--- config.mk ---
export PLATFORM = sky130hd
export DESIGN_NAME = gthf_cmdq
export DESIGN_NICKNAME = d
export VERILOG_FILES = /design/src/hw/rtl/gthf_pkg.sv /design/src/hw/rtl/gthf_cmdq.sv
export SDC_FILE = /design/constraint.sdc
export NUM_CORES = 1
export LEC_CHECK = 0
export BUFFER_PORTS_ARGS = -buffer_cell sky130_fd_sc_hd__buf_2
export CAP_MARGIN = 20
export CORE_UTILIZATION = 53
export CTS_CLUSTER_DIAMETER = 80
export CTS_CLUSTER_SIZE = 16
export DETAILED_ROUTE_END_ITERATION = 6
export PLACE_DENSITY = 0.91
export SLEW_MARGIN = 20
export SYNTH_ARGS = -nofsm -noshare
export SYNTH_HDL_FRONTEND = slang
export SYNTH_SLANG_ARGS = --single-unit
--- constraint.sdc ---
create_clock -name clk -period 12.44 [get_ports clk]
set_clock_uncertainty 0.1 [all_clocks]
set_input_delay 1.244 -clock clk [delete_from_list [all_inputs] [get_ports clk]]
set_output_delay 1.244 -clock clk [all_outputs]
set_load 0.05 [all_outputs]
--- src/hw/rtl/gthf_pkg.sv ---
// Shared types and constants of the grayscale top-hat filter.
package gthf_pkg;

    localparam int W_W    = 11;
    localparam int H_W    = 13;
    localparam int WIN_W  = 5;
    localparam int HALF_W = 4;
    localparam int PIX_W  = 8;
    localparam int CNT_W  = 24;
    localparam int IDX_W  = 2;
    localparam int DATA_W = 13;

    localparam logic [IDX_W-1:0] REG_WIDTH  = 2'd0;
    localparam logic [IDX_W-1:0] REG_HEIGHT = 2'd1;
    localparam logic [IDX_W-1:0] REG_WINDOW = 2'd2;

    localparam int RST_WIDTH  = 640;
    localparam int RST_HEIGHT = 480;
    localparam int RST_WINDOW = 30;

    typedef struct packed {
        logic              wr_pix;
        logic [PIX_W-1:0]  pixel;
        logic [CNT_W-1:0]  t_pos;
        logic              do_erode;
        logic [CNT_W-1:0]  e_pos;
        logic [H_W-1:0]    e_row;
        logic [W_W-1:0]    e_col;
        logic              do_result;
        logic [CNT_W-1:0]  p_pos;
        logic [H_W-1:0]    p_row;
        logic [W_W-1:0]    p_col;
        logic              last;
        logic [W_W-1:0]    w;
        logic [H_W-1:0]    h;
        logic [HALF_W-1:0] half;
        logic [CNT_W-1:0]  lag;
    } cmd_t;

endpackage

--- src/hw/rtl/gthf_cmdq.sv ---
// Two-entry request queue between the front end and the window engine.
module gthf_cmdq
    import gthf_pkg::*;
(
    input  logic clk,
    input  logic rst_n,
    input  logic push,
    input  cmd_t din,
    output logic full,
    input  logic pop,
    output cmd_t dout,
    output logic empty
);

    cmd_t       mem_reg [2];
    logic       wptr_reg, rptr_reg;
    logic [1:0] cnt_reg;
    logic       do_push, do_pop;

    assign full    = cnt_reg == 2'd2;
    assign empty   = cnt_reg == 2'd0;
    assign do_push = push && !full;
    assign do_pop  = pop && !empty;
    assign dout    = mem_reg[rptr_reg];

    always_ff @(posedge clk)
    begin
        if (do_push)
            mem_reg[wptr_reg] <= din;
    end

    always_ff @(posedge clk or negedge rst_n)
    begin
        if (!rst_n)
        begin
            wptr_reg <= 1'b0;
            rptr_reg <= 1'b0;
            cnt_reg  <= 2'd0;
        end
        else
        begin
            if (do_push)
                wptr_reg <= !wptr_reg;
            if (do_pop)
                rptr_reg <= !rptr_reg;
            if (do_push && !do_pop)
                cnt_reg <= cnt_reg + 2'd1;
            else if (do_pop && !do_push)
                cnt_reg <= cnt_reg - 2'd1;
        end
    end

endmodule

==> metrics <==
status finished, final reports clean; vias per cell 5.13; Hold Vio Cnt, Final 0; top post-synthesis cells by area edfxtp_1, mux2_4, mux2_2; # rows 59; fin crit period 5000 ps; Avg Cell Area, Syn 23.8 µm²; Slowest-stage cell, CP buf_4; Post-CTS Setup Bufs 0; Post-synth EDFFs 368; antenna viol nets, final 0; crit path DAT 3650 ps; Async S/R FF share, synth 1.08%; vias in the first global route 7008; IO Pins 374; grt ovf 0; static leakage 6.74 nW; Final Setup Violations 0; cell area after synthesis 14100 µm²; WP buf/inv 3; DR WL/cell 20.2 µm; fin crit share 40.2%; Post-DP HPWL 18600 µm; full die area 27300 µm²; crit-path cells buf_4 -> buf_4 -> mux2_2 -> buf_2; most common cell in the netlist edfxtp_1; DRT Pass-1 Iters 4; peak supply drop 0.217 mV; Place WS 7990 ps; drc violations 0; register area share after synthesis 79.1%; GRT Util Overall 18.7%; Starting DRT DRC Count 451; Hold Path Class in -> async; Fmax 0.200 GHz; largest net degree at the start of global routing 80; Reg clk slew, reported paths 70 ps; die height 165 µm; initial antenna violation count 5; first-pass GRT wire length 37800 µm; largest area contributor in the netlist edfxtp_1; CTS Hold Bufs 0; final worst setup slack 7440 ps; cells after synthesis 592; nets@finish 1170; #FFs+latches synth 372; Finished Layout Cells 1333; # clock sinks 372; Crit path required time 11100 ps; worst stage delay on the critical path 910 ps; Crit path max-delay family buffers and inverters; P per Cell Area 278 nW/µm²; Yosys warning count 0; Syn Nets 781; Worst setup SP type register; CTS resizes 0; Initial Util 54.1%; Max Transition Viols Final 0; Max Buffers Root-to-Sink 3; relative slew slack 28.7%; via count 6835; max-cap violations 0; Top cell by count, worst path buf_4; RSZ-0062 raised after global routing false; post-synth top area share 78.4%; top cells by count, synth edfxtp_1, mux2_4, mux2_2; CTS tree built; Worst-Margin Slew 1070 ps; Port Buffer Count 373; CP Max Fanout 62; Post-synth top flop edfxtp_1; die width 165 µm; CORE AREA 26100 µm²; final setup TNS 0 ps; worst skew pair latency 540 ps; final wirelength 27000 µm; Crit. End Element primary output; gp weighted congestion 0.746; placed insts 1287; Clock Root Buffer clkbuf_16; crit path kind reg -> out; TritonCTS Buffers 27; Area growth syn-to-layout 20.5%; layout cells sized above 1 60.2%; H-tree Lvls 1; unique cell type count in the Yosys netlist 15; max FFs per register 368
-- placed cells by master (no fill, tap or decap), types with 3 or more instances in the layout --
cell type	n
diode_2	8
xnor2_1	3
clkbuf_1	10
mux2_4	150
buf_2	373
edfxtp_1	368
buf_4	8
dfrtp_1	3
mux2_2	34
clkbuf_16	27
-- power by group --
part           leakage (nW)  internal, W  total [W]  switching, W
combinational          2.93     0.000652    0.00215       0.00150
sequential             3.46      0.00172    0.00181     0.0000906
clock                 0.351     0.000396   0.000775      0.000379
-- final timing paths --
kind	startpoint	end	slack, ps	depth (start not counted)
max in group asynchronous	rst_n	rptr_reg	11710	1
setup reg to reg	cnt_reg[0]	mem_reg[0][107]	9590	5
hold reg to reg	cnt_reg[1]	cnt_reg[1]	420	1
hold / removal	rst_n	rptr_reg	400	1
setup / recovery	rptr_reg	dout[3]	7440	4
min in group clk	cnt_reg[1]	cnt_reg[1]	420	1
-- worst reg2reg max path, delay by kind of cell, from the launching register on --
kind / cells / cell delay, ps
AND/OR/NAND/NOR: 3 / 480
flip-flops: 1 / 420
buffers and inverters: 2 / 1400
-- stage by stage --
stage          util (%)  total power (W)  hold slack, ps  instance area (µm²)
2_1_floorplan         -          0.00367             361                14100
3_3_place_gp       62.3          0.00396             394                16200
3_5_place_dp       62.3          0.00400             408                16200
4_1_cts            65.1          0.00478             368                17000
5_1_grt            65.2          0.00491             378                17000
6_report           65.2          0.00473             397                17000
-- final cells by class --
class / count / area, µm²
timing repair buffer: 381 / 1930
inverter: 2 / 7.51
sequential: 372 / 11200
multi-input combinational: 197 / 2740
antenna: 8 / 20.0
clock inverter: 1 / 16.3
fill: 1717 / 9060
clock buffer: 37 / 713
tap: 335 / 419
-- logic make-up after synthesis --
group	synth area share [%]
simple gates	0.195
compound gates	0.0355
xor+xnor	0.311
fa+ha+maj	0.0887
flops	79.1
mux	18.7
buf+inv	1.60
-- routing by layer --
layer | routed length, µm | vias to the layer above | part of all wire, % | GRT usage [%]
li1 | - | 3128 | - | -
met4 | 625 | 0 | 2.3 | 6.38
met3 | 2040 | 36 | 7.6 | 4.90
met5 | 0 | - | 0 | 0
met1 | 9720 | 3398 | 36 | 21.1
met2 | 14600 | 273 | 54 | 34.1
Power figures use the tool's default switching activity.
