[config.mk]
export PLATFORM = sky130hd
export DESIGN_NAME = gthf_front
export DESIGN_NICKNAME = d
export VERILOG_FILES = /design/src/hw/rtl/gthf_pkg.sv /design/src/hw/rtl/gthf_front.sv
export SDC_FILE = /design/constraint.sdc
export NUM_CORES = 1
export LEC_CHECK = 0
export BUFFER_PORTS_ARGS = -buffer_cell sky130_fd_sc_hd__buf_2
export CELL_PAD_IN_SITES_DETAIL_PLACEMENT = 0
export CELL_PAD_IN_SITES_GLOBAL_PLACEMENT = 1
export CORE_MARGIN = 3
export CORE_UTILIZATION = 47
export CTS_CLUSTER_DIAMETER = 200
export DETAILED_ROUTE_END_ITERATION = 10
export GPL_TIMING_DRIVEN = 0
export PLACE_DENSITY = 0.79
export REMOVE_ABC_BUFFERS = 1
export SYNTH_ARGS = -nofsm -noshare
export SYNTH_HDL_FRONTEND = slang
export SYNTH_SLANG_ARGS = --single-unit
[constraint.sdc]
create_clock -name clk -period 11.25 [get_ports clk]
set_input_delay 0.5625 -clock clk [delete_from_list [all_inputs] [get_ports clk]]
set_output_delay 0.5625 -clock clk [all_outputs]
set_load 0.02 [all_outputs]
[src/hw/rtl/gthf_pkg.sv]
// Shared types and constants of the grayscale top-hat filter.
package gthf_pkg;

    localparam int W_W    = 11;
    localparam int H_W    = 13;
    localparam int WIN_W  = 5;
    localparam int HALF_W = 4;
    localparam int PIX_W  = 8;
    localparam int CNT_W  = 24;
    localparam int IDX_W  = 2;
    localparam int DATA_W = 13;

    localparam logic [IDX_W-1:0] REG_WIDTH  = 2'd0;
    localparam logic [IDX_W-1:0] REG_HEIGHT = 2'd1;
    localparam logic [IDX_W-1:0] REG_WINDOW = 2'd2;

    localparam int RST_WIDTH  = 640;
    localparam int RST_HEIGHT = 480;
    localparam int RST_WINDOW = 30;

    typedef struct packed {
        logic              wr_pix;
        logic [PIX_W-1:0]  pixel;
        logic [CNT_W-1:0]  t_pos;
        logic              do_erode;
        logic [CNT_W-1:0]  e_pos;
        logic [H_W-1:0]    e_row;
        logic [W_W-1:0]    e_col;
        logic              do_result;
        logic [CNT_W-1:0]  p_pos;
        logic [H_W-1:0]    p_row;
        logic [W_W-1:0]    p_col;
        logic              last;
        logic [W_W-1:0]    w;
        logic [H_W-1:0]    h;
        logic [HALF_W-1:0] half;
        logic [CNT_W-1:0]  lag;
    } cmd_t;

endpackage

[src/hw/rtl/gthf_front.sv]
// Front end: configuration registers, frame counters and request classification.
module gthf_front
    import gthf_pkg::*;
#(
    parameter int MAX_WIDTH  = 1024,
    parameter int MAX_HEIGHT = 4096,
    parameter int MAX_HALF   = 15
)
(
    input  logic              clk,
    input  logic              rst_n,
    input  logic              wr_en,
    input  logic [IDX_W-1:0]  wr_index,
    input  logic [DATA_W-1:0] wr_data,
    input  logic              push,
    input  logic              command,
    input  logic [PIX_W-1:0]  pixel,
    input  logic              q_full,
    output logic              q_push,
    output cmd_t              q_cmd
);

    localparam int RW_I    = (RST_WIDTH > MAX_WIDTH) ? MAX_WIDTH : RST_WIDTH;
    localparam int RH_I    = (RST_HEIGHT > MAX_HEIGHT) ? MAX_HEIGHT : RST_HEIGHT;
    localparam int RHALF_I = ((RST_WINDOW / 2) > MAX_HALF) ? MAX_HALF : (RST_WINDOW / 2);

    logic [W_W-1:0]    width_reg;
    logic [H_W-1:0]    height_reg;
    logic [WIN_W-1:0]  window_reg;
    logic [W_W-1:0]    gw_reg;
    logic [H_W-1:0]    gh_reg;
    logic [HALF_W-1:0] ghalf_reg;
    logic [CNT_W-1:0]  total_reg;
    logic [CNT_W-1:0]  lag_reg;
    logic [CNT_W-1:0]  t_reg, t_next;
    logic [CNT_W-1:0]  e_reg, e_next;
    logic [CNT_W-1:0]  p_reg, p_next;
    logic [H_W-1:0]    er_reg, er_next, pr_reg, pr_next;
    logic [W_W-1:0]    ec_reg, ec_next, pc_reg, pc_next;

    logic [W_W-1:0]    cw, fw;
    logic [H_W-1:0]    ch, fh;
    logic [HALF_W-1:0] chalf, fhalf;
    logic [CNT_W-1:0]  ctotal, clag, ftotal, flag;
    logic [CNT_W-1:0]  lag2;
    logic              geo_new;
    logic              t_in, item_ok, do_e, do_p, is_last, counted;

    always_ff @(posedge clk or negedge rst_n)
    begin
        if (!rst_n)
        begin
            width_reg  <= W_W'(RST_WIDTH);
            height_reg <= H_W'(RST_HEIGHT);
            window_reg <= WIN_W'(RST_WINDOW);
        end
        else if (wr_en)
        begin
            unique case (wr_index)
                REG_WIDTH:  width_reg  <= wr_data[W_W-1:0];
                REG_HEIGHT: height_reg <= wr_data[H_W-1:0];
                REG_WINDOW: window_reg <= wr_data[WIN_W-1:0];
                default:    ;
            endcase
        end
    end

    always_comb
    begin
        if (width_reg == '0)
            cw = W_W'(1);
        else if (int'(width_reg) > MAX_WIDTH)
            cw = W_W'(MAX_WIDTH);
        else
            cw = width_reg;
        if (height_reg == '0)
            ch = H_W'(1);
        else if (int'(height_reg) > MAX_HEIGHT)
            ch = H_W'(MAX_HEIGHT);
        else
            ch = height_reg;
        if (int'(window_reg[WIN_W-1:1]) > MAX_HALF)
            chalf = HALF_W'(MAX_HALF);
        else
            chalf = window_reg[WIN_W-1:1];
    end

    assign ctotal = {{(CNT_W-W_W){1'b0}}, cw} * {{(CNT_W-H_W){1'b0}}, ch};
    assign clag   = {{(CNT_W-HALF_W){1'b0}}, chalf}
                  * ({{(CNT_W-W_W){1'b0}}, cw} + CNT_W'(1));

    // The first request of a frame sees the registers directly; later ones the latched copy.
    assign geo_new = (t_reg == '0);
    assign fw      = geo_new ? cw : gw_reg;
    assign fh      = geo_new ? ch : gh_reg;
    assign fhalf   = geo_new ? chalf : ghalf_reg;
    assign ftotal  = geo_new ? ctotal : total_reg;
    assign flag    = geo_new ? clag : lag_reg;

    always_ff @(posedge clk or negedge rst_n)
    begin
        if (!rst_n)
        begin
            gw_reg    <= W_W'(RW_I);
            gh_reg    <= H_W'(RH_I);
            ghalf_reg <= HALF_W'(RHALF_I);
            total_reg <= CNT_W'(RW_I * RH_I);
            lag_reg   <= CNT_W'(RHALF_I * (RW_I + 1));
        end
        else if (geo_new)
        begin
            gw_reg    <= cw;
            gh_reg    <= ch;
            ghalf_reg <= chalf;
            total_reg <= ctotal;
            lag_reg   <= clag;
        end
    end

    assign lag2    = {flag[CNT_W-2:0], 1'b0};
    assign t_in    = t_reg < ftotal;
    assign item_ok = t_in ? !command : command;
    assign do_e    = (t_reg >= flag) && (e_reg < ftotal);
    assign do_p    = (t_reg >= lag2) && (p_reg < ftotal);
    assign is_last = do_p && (p_reg == ftotal - CNT_W'(1));
    assign counted = push && !q_full && item_ok;
    assign q_push  = counted;

    always_comb
    begin
        q_cmd.wr_pix    = t_in;
        q_cmd.pixel     = pixel;
        q_cmd.t_pos     = t_reg;
        q_cmd.do_erode  = do_e;
        q_cmd.e_pos     = e_reg;
        q_cmd.e_row     = er_reg;
        q_cmd.e_col     = ec_reg;
        q_cmd.do_result = do_p;
        q_cmd.p_pos     = p_reg;
        q_cmd.p_row     = pr_reg;
        q_cmd.p_col     = pc_reg;
        q_cmd.last      = is_last;
        q_cmd.w         = fw;
        q_cmd.h         = fh;
        q_cmd.half      = fhalf;
        q_cmd.lag       = flag;
    end

    always_comb
    begin
        t_next  = t_reg;
        e_next  = e_reg;
        p_next  = p_reg;
        er_next = er_reg;
        ec_next = ec_reg;
        pr_next = pr_reg;
        pc_next = pc_reg;
        if (counted)
        begin
            if (is_last)
            begin
                t_next  = '0;
                e_next  = '0;
                p_next  = '0;
                er_next = '0;
                ec_next = '0;
                pr_next = '0;
                pc_next = '0;
            end
            else
            begin
                t_next = t_reg + CNT_W'(1);
                if (do_e)
                begin
                    e_next = e_reg + CNT_W'(1);
                    if (ec_reg == fw - W_W'(1))
                    begin
                        ec_next = '0;
                        er_next = er_reg + H_W'(1);
                    end
                    else
                        ec_next = ec_reg + W_W'(1);
                end
                if (do_p)
                begin
                    p_next = p_reg + CNT_W'(1);
                    if (pc_reg == fw - W_W'(1))
                    begin
                        pc_next = '0;
                        pr_next = pr_reg + H_W'(1);
                    end
                    else
                        pc_next = pc_reg + W_W'(1);
                end
            end
        end
    end

    always_ff @(posedge clk or negedge rst_n)
    begin
        if (!rst_n)
        begin
            t_reg  <= '0;
            e_reg  <= '0;
            p_reg  <= '0;
            er_reg <= '0;
            ec_reg <= '0;
            pr_reg <= '0;
            pc_reg <= '0;
        end
        else
        begin
            t_reg  <= t_next;
            e_reg  <= e_next;
            p_reg  <= p_next;
            er_reg <= er_next;
            ec_reg <= ec_next;
            pr_reg <= pr_next;
            pc_reg <= pc_next;
        end
    end

endmodule

==> flow_summary.json <==
{
  "swShare_pct": 47.4,
  "r2r_end": "ec_reg[0]",
  "final_max_slew_viol_count": 0,
  "cp.depth": 29,
  "port-buffer-count": 197,
  "arrival_ns": 10.15,
  "wire_per_inst_um": 19.3,
  "cts_root_buffer": "clkbuf_16",
  "skew_ns": 0.0624,
  "antenna_found_initial": 0,
  "clkPwrFrac_pct": 20.2,
  "cts.clk_slew.worst_paths_ns": 0.06,
  "die-area_um2": 47400,
  "finalCoreUtilization_pct": 54.0,
  "grt_max_degree": 116,
  "slew_headroom_pct": 20.2,
  "ys.flop_type": "dfrtp_1",
  "cp_common_cell": "inv_1",
  "coreArea_um2": 43600,
  "yosysWarningCount": 0,
  "rr_startpoint": "height_reg[12]",
  "synth_largest_area_cell": "dfrtp_1",
  "gp_congestion": 0.908,
  "cts_max_level": 1,
  "critPathTopFamily": "adder cells",
  "cpMaxStageDelayCell": "fa_1",
  "synthArstFlopShare_pct": 100,
  "grt_pass1_vias": 17700,
  "status": "complete, no violations",
  "netlist.area_leader.share_pct": 22.8,
  "powerDensity_nw_per_um2": 203,
  "synth.avg_cell_area_um2": 8.67,
  "insertedDiodeCount": 0,
  "worst_setup_path_end_kind": "output port",
  "seqPwrFrac_pct": 20.7,
  "drive_above_1_share_pct": 13.8,
  "p_sw_w": 0.00226,
  "rrSetupSlack_ns": 0.69,
  "routed_via_density": 5.69,
  "finalSetupViolations": 0,
  "crit_fanout": 19,
  "cp_num_buf_inv": 7,
  "firstDrtPassIters": 7,
  "fin_total_pwr_w": 0.00477,
  "drv_cap": 0,
  "min_path_type": "in -> async",
  "critPathKind": "reg -> out",
  "ir_drop_mv": 0.202,
  "clk_latency_ns": 0.61,
  "synth_edf_count": 0,
  "yosysSeqAreaShare_pct": 26.8,
  "comb_power_share_pct": 59.0,
  "track_usage_pct": 25.8,
  "initial_utilization_pct": 48.3,
  "die_h_um": 218,
  "period_share_pct": 95.2,
  "syn_area_um2": 21100,
  "worst_pin_slew_ns": 1.19,
  "min_period_ns": 10.71,
  "chipWidth_um": 218,
  "netlist_instances": 2431,
  "yosysUniqueCellTypes": 83,
  "cpPeakStageDelay_ns": 0.57,
  "cts.sinks": 224,
  "cts_buffers": 28,
  "grt_overflow": 0,
  "cts_tree": "built",
  "intPower_w": 0.00251,
  "rsz0062_at_grt": "false",
  "critPathRequiredTime_ns": 10.69,
  "rows": 76,
  "fillers": 4089,
  "grt_pass1_wl_mm": 98.7,
  "final_nets": 2914,
  "max_freq_mhz": 93.3,
  "cts_buffer_depth": 3,
  "yosys-top-cells-area": "dfrtp_1 23%, ha_1 12%, fa_1 11%, nand2_1 5.4%, inv_1 4.2%",
  "cp-start-kind": "flip-flop",
  "via_count": 18000,
  "area_growth_syn_to_layout_pct": 11.8,
  "drt_iter0_drc": 1191,
  "drt.antenna.violating_nets": 0,
  "drcViolationCount": 0,
  "io_pins": 214,
  "power.leakage_nw": 11.9,
  "rr_worst_depth": 33,
  "dp.final_hpwl_mm": 46.4,
  "hold_viol_final": 0,
  "wl_mm": 61.0,
  "ys_seq_elements": 224
}
## power by group through the flow
stage | registers [W] | logic (W) | clock network, W
2_1_floorplan | 0.000978 | 0.00202 | 0
3_3_place_gp | 0.000998 | 0.00272 | 0
3_5_place_dp | 0.000999 | 0.00277 | 0
4_1_cts | 0.000987 | 0.00281 | 0.000986
5_1_grt | 0.00100 | 0.00316 | 0.00102
6_report | 0.000989 | 0.00282 | 0.000966
## cell usage after synthesis, types with 28 or more instances
library cell,n
a21o_1,55
a21oi_1,104
and2_1,33
and3_1,46
clkbuf_1,76
dfrtp_1,192
dfstp_2,32
fa_1,118
ha_1,207
inv_1,237
mux2_2,31
nand2_1,302
nand3_1,74
nand4_1,49
nor2_1,180
nor2b_1,36
nor3_1,46
nor4_1,28
o21ai_0,105
or3_1,34
xnor2_1,81
xor2_1,48
## cell usage in the layout, fill, tap and decap left out, types with 24 or more instances in the layout
cell type  count
o31ai_1       24
ha_1         207
xnor2_1       81
nand3_1       74
buf_2        196
dfstp_2       32
o21ai_0      105
nor2_1       178
xor2_1        48
inv_1        237
a21o_1        55
mux2_2        31
nand2_1      300
nor4_1        28
a21oi_1      104
nor3_1        44
nand4_1       49
fa_1         118
nor2b_1       31
dfrtp_1      190
and2_1        33
or3_1         34
clkbuf_16     28
and3_1        45
## routing by layer
layer / track usage (%) / vias up / part of all wire [%]
met3: 3.89 / 85 / 5.0
met1: 37.1 / 8789 / 47
met5: 0 / - / 0
met4: 7.05 / 0 / 2.9
li1: - / 8663 / -
met2: 40.8 / 474 / 45
## cells by family after synthesis
logic type / Yosys count / share of synthesized area, %
other: 2 / 0.0356
muxes: 50 / 2.56
adders and majority gates: 327 / 23.6
and+or+nand+nor: 907 / 21.1
xor gates and xnor gates: 130 / 5.47
DFF: 224 / 26.8
buffers and inverters: 347 / 6.52
AOI/OAI and AO/OA: 444 / 13.9
## per-stage QoR
step	hold slack [ns]	instances	setup WS, ns	setup TNS, ns	area (um^2)
finish	0.0410	3165	0.536	0	23600
global placement	0.458	3106	-3.32	-276.89	22300
global route	0.111	3165	0.111	0	23600
CTS	0.0695	3163	0.0505	0	23500
detailed placement	0.463	3113	-1.49	-98.10	22500
floorplan	0.267	2324	0.583	0	20600
## repair_timing
action,4_1_cts,5_1_grt
cloned,0,0
hold endpoints to repair,0,0
hold buffers,0,0
gates resized for setup,6,8
setup endpoints to repair,124,108
buffers inserted,0,2
pin swaps,0,1
## worst max path at each step
| stage | slack [ns] | end | startpoint |
|---|---|---|---|
| finish | 0.54 | q_push | height_reg[12] |
| global route | 0.11 | q_push | height_reg[12] |
| global placement | -3.32 | er_reg[6] | height_reg[12] |
| floorplan | 0.58 | e_reg[0] | height_reg[12] |
| CTS | 0.05 | q_push | width_reg[10] |
| detailed placement | -1.49 | pr_reg[0] | height_reg[12] |
## layout make-up
type	instances	area (um^2)	area share [%]
clock inverter	11	165	0.701
clock buffer	39	822	3.49
sequential	224	5650	24.0
inverter	238	895	3.80
timing repair buffer	206	1150	4.87
tap	585	732	3.11
multi-input combinational	1862	14200	60.1
No activity file was read; power rests on OpenSTA's default activity.
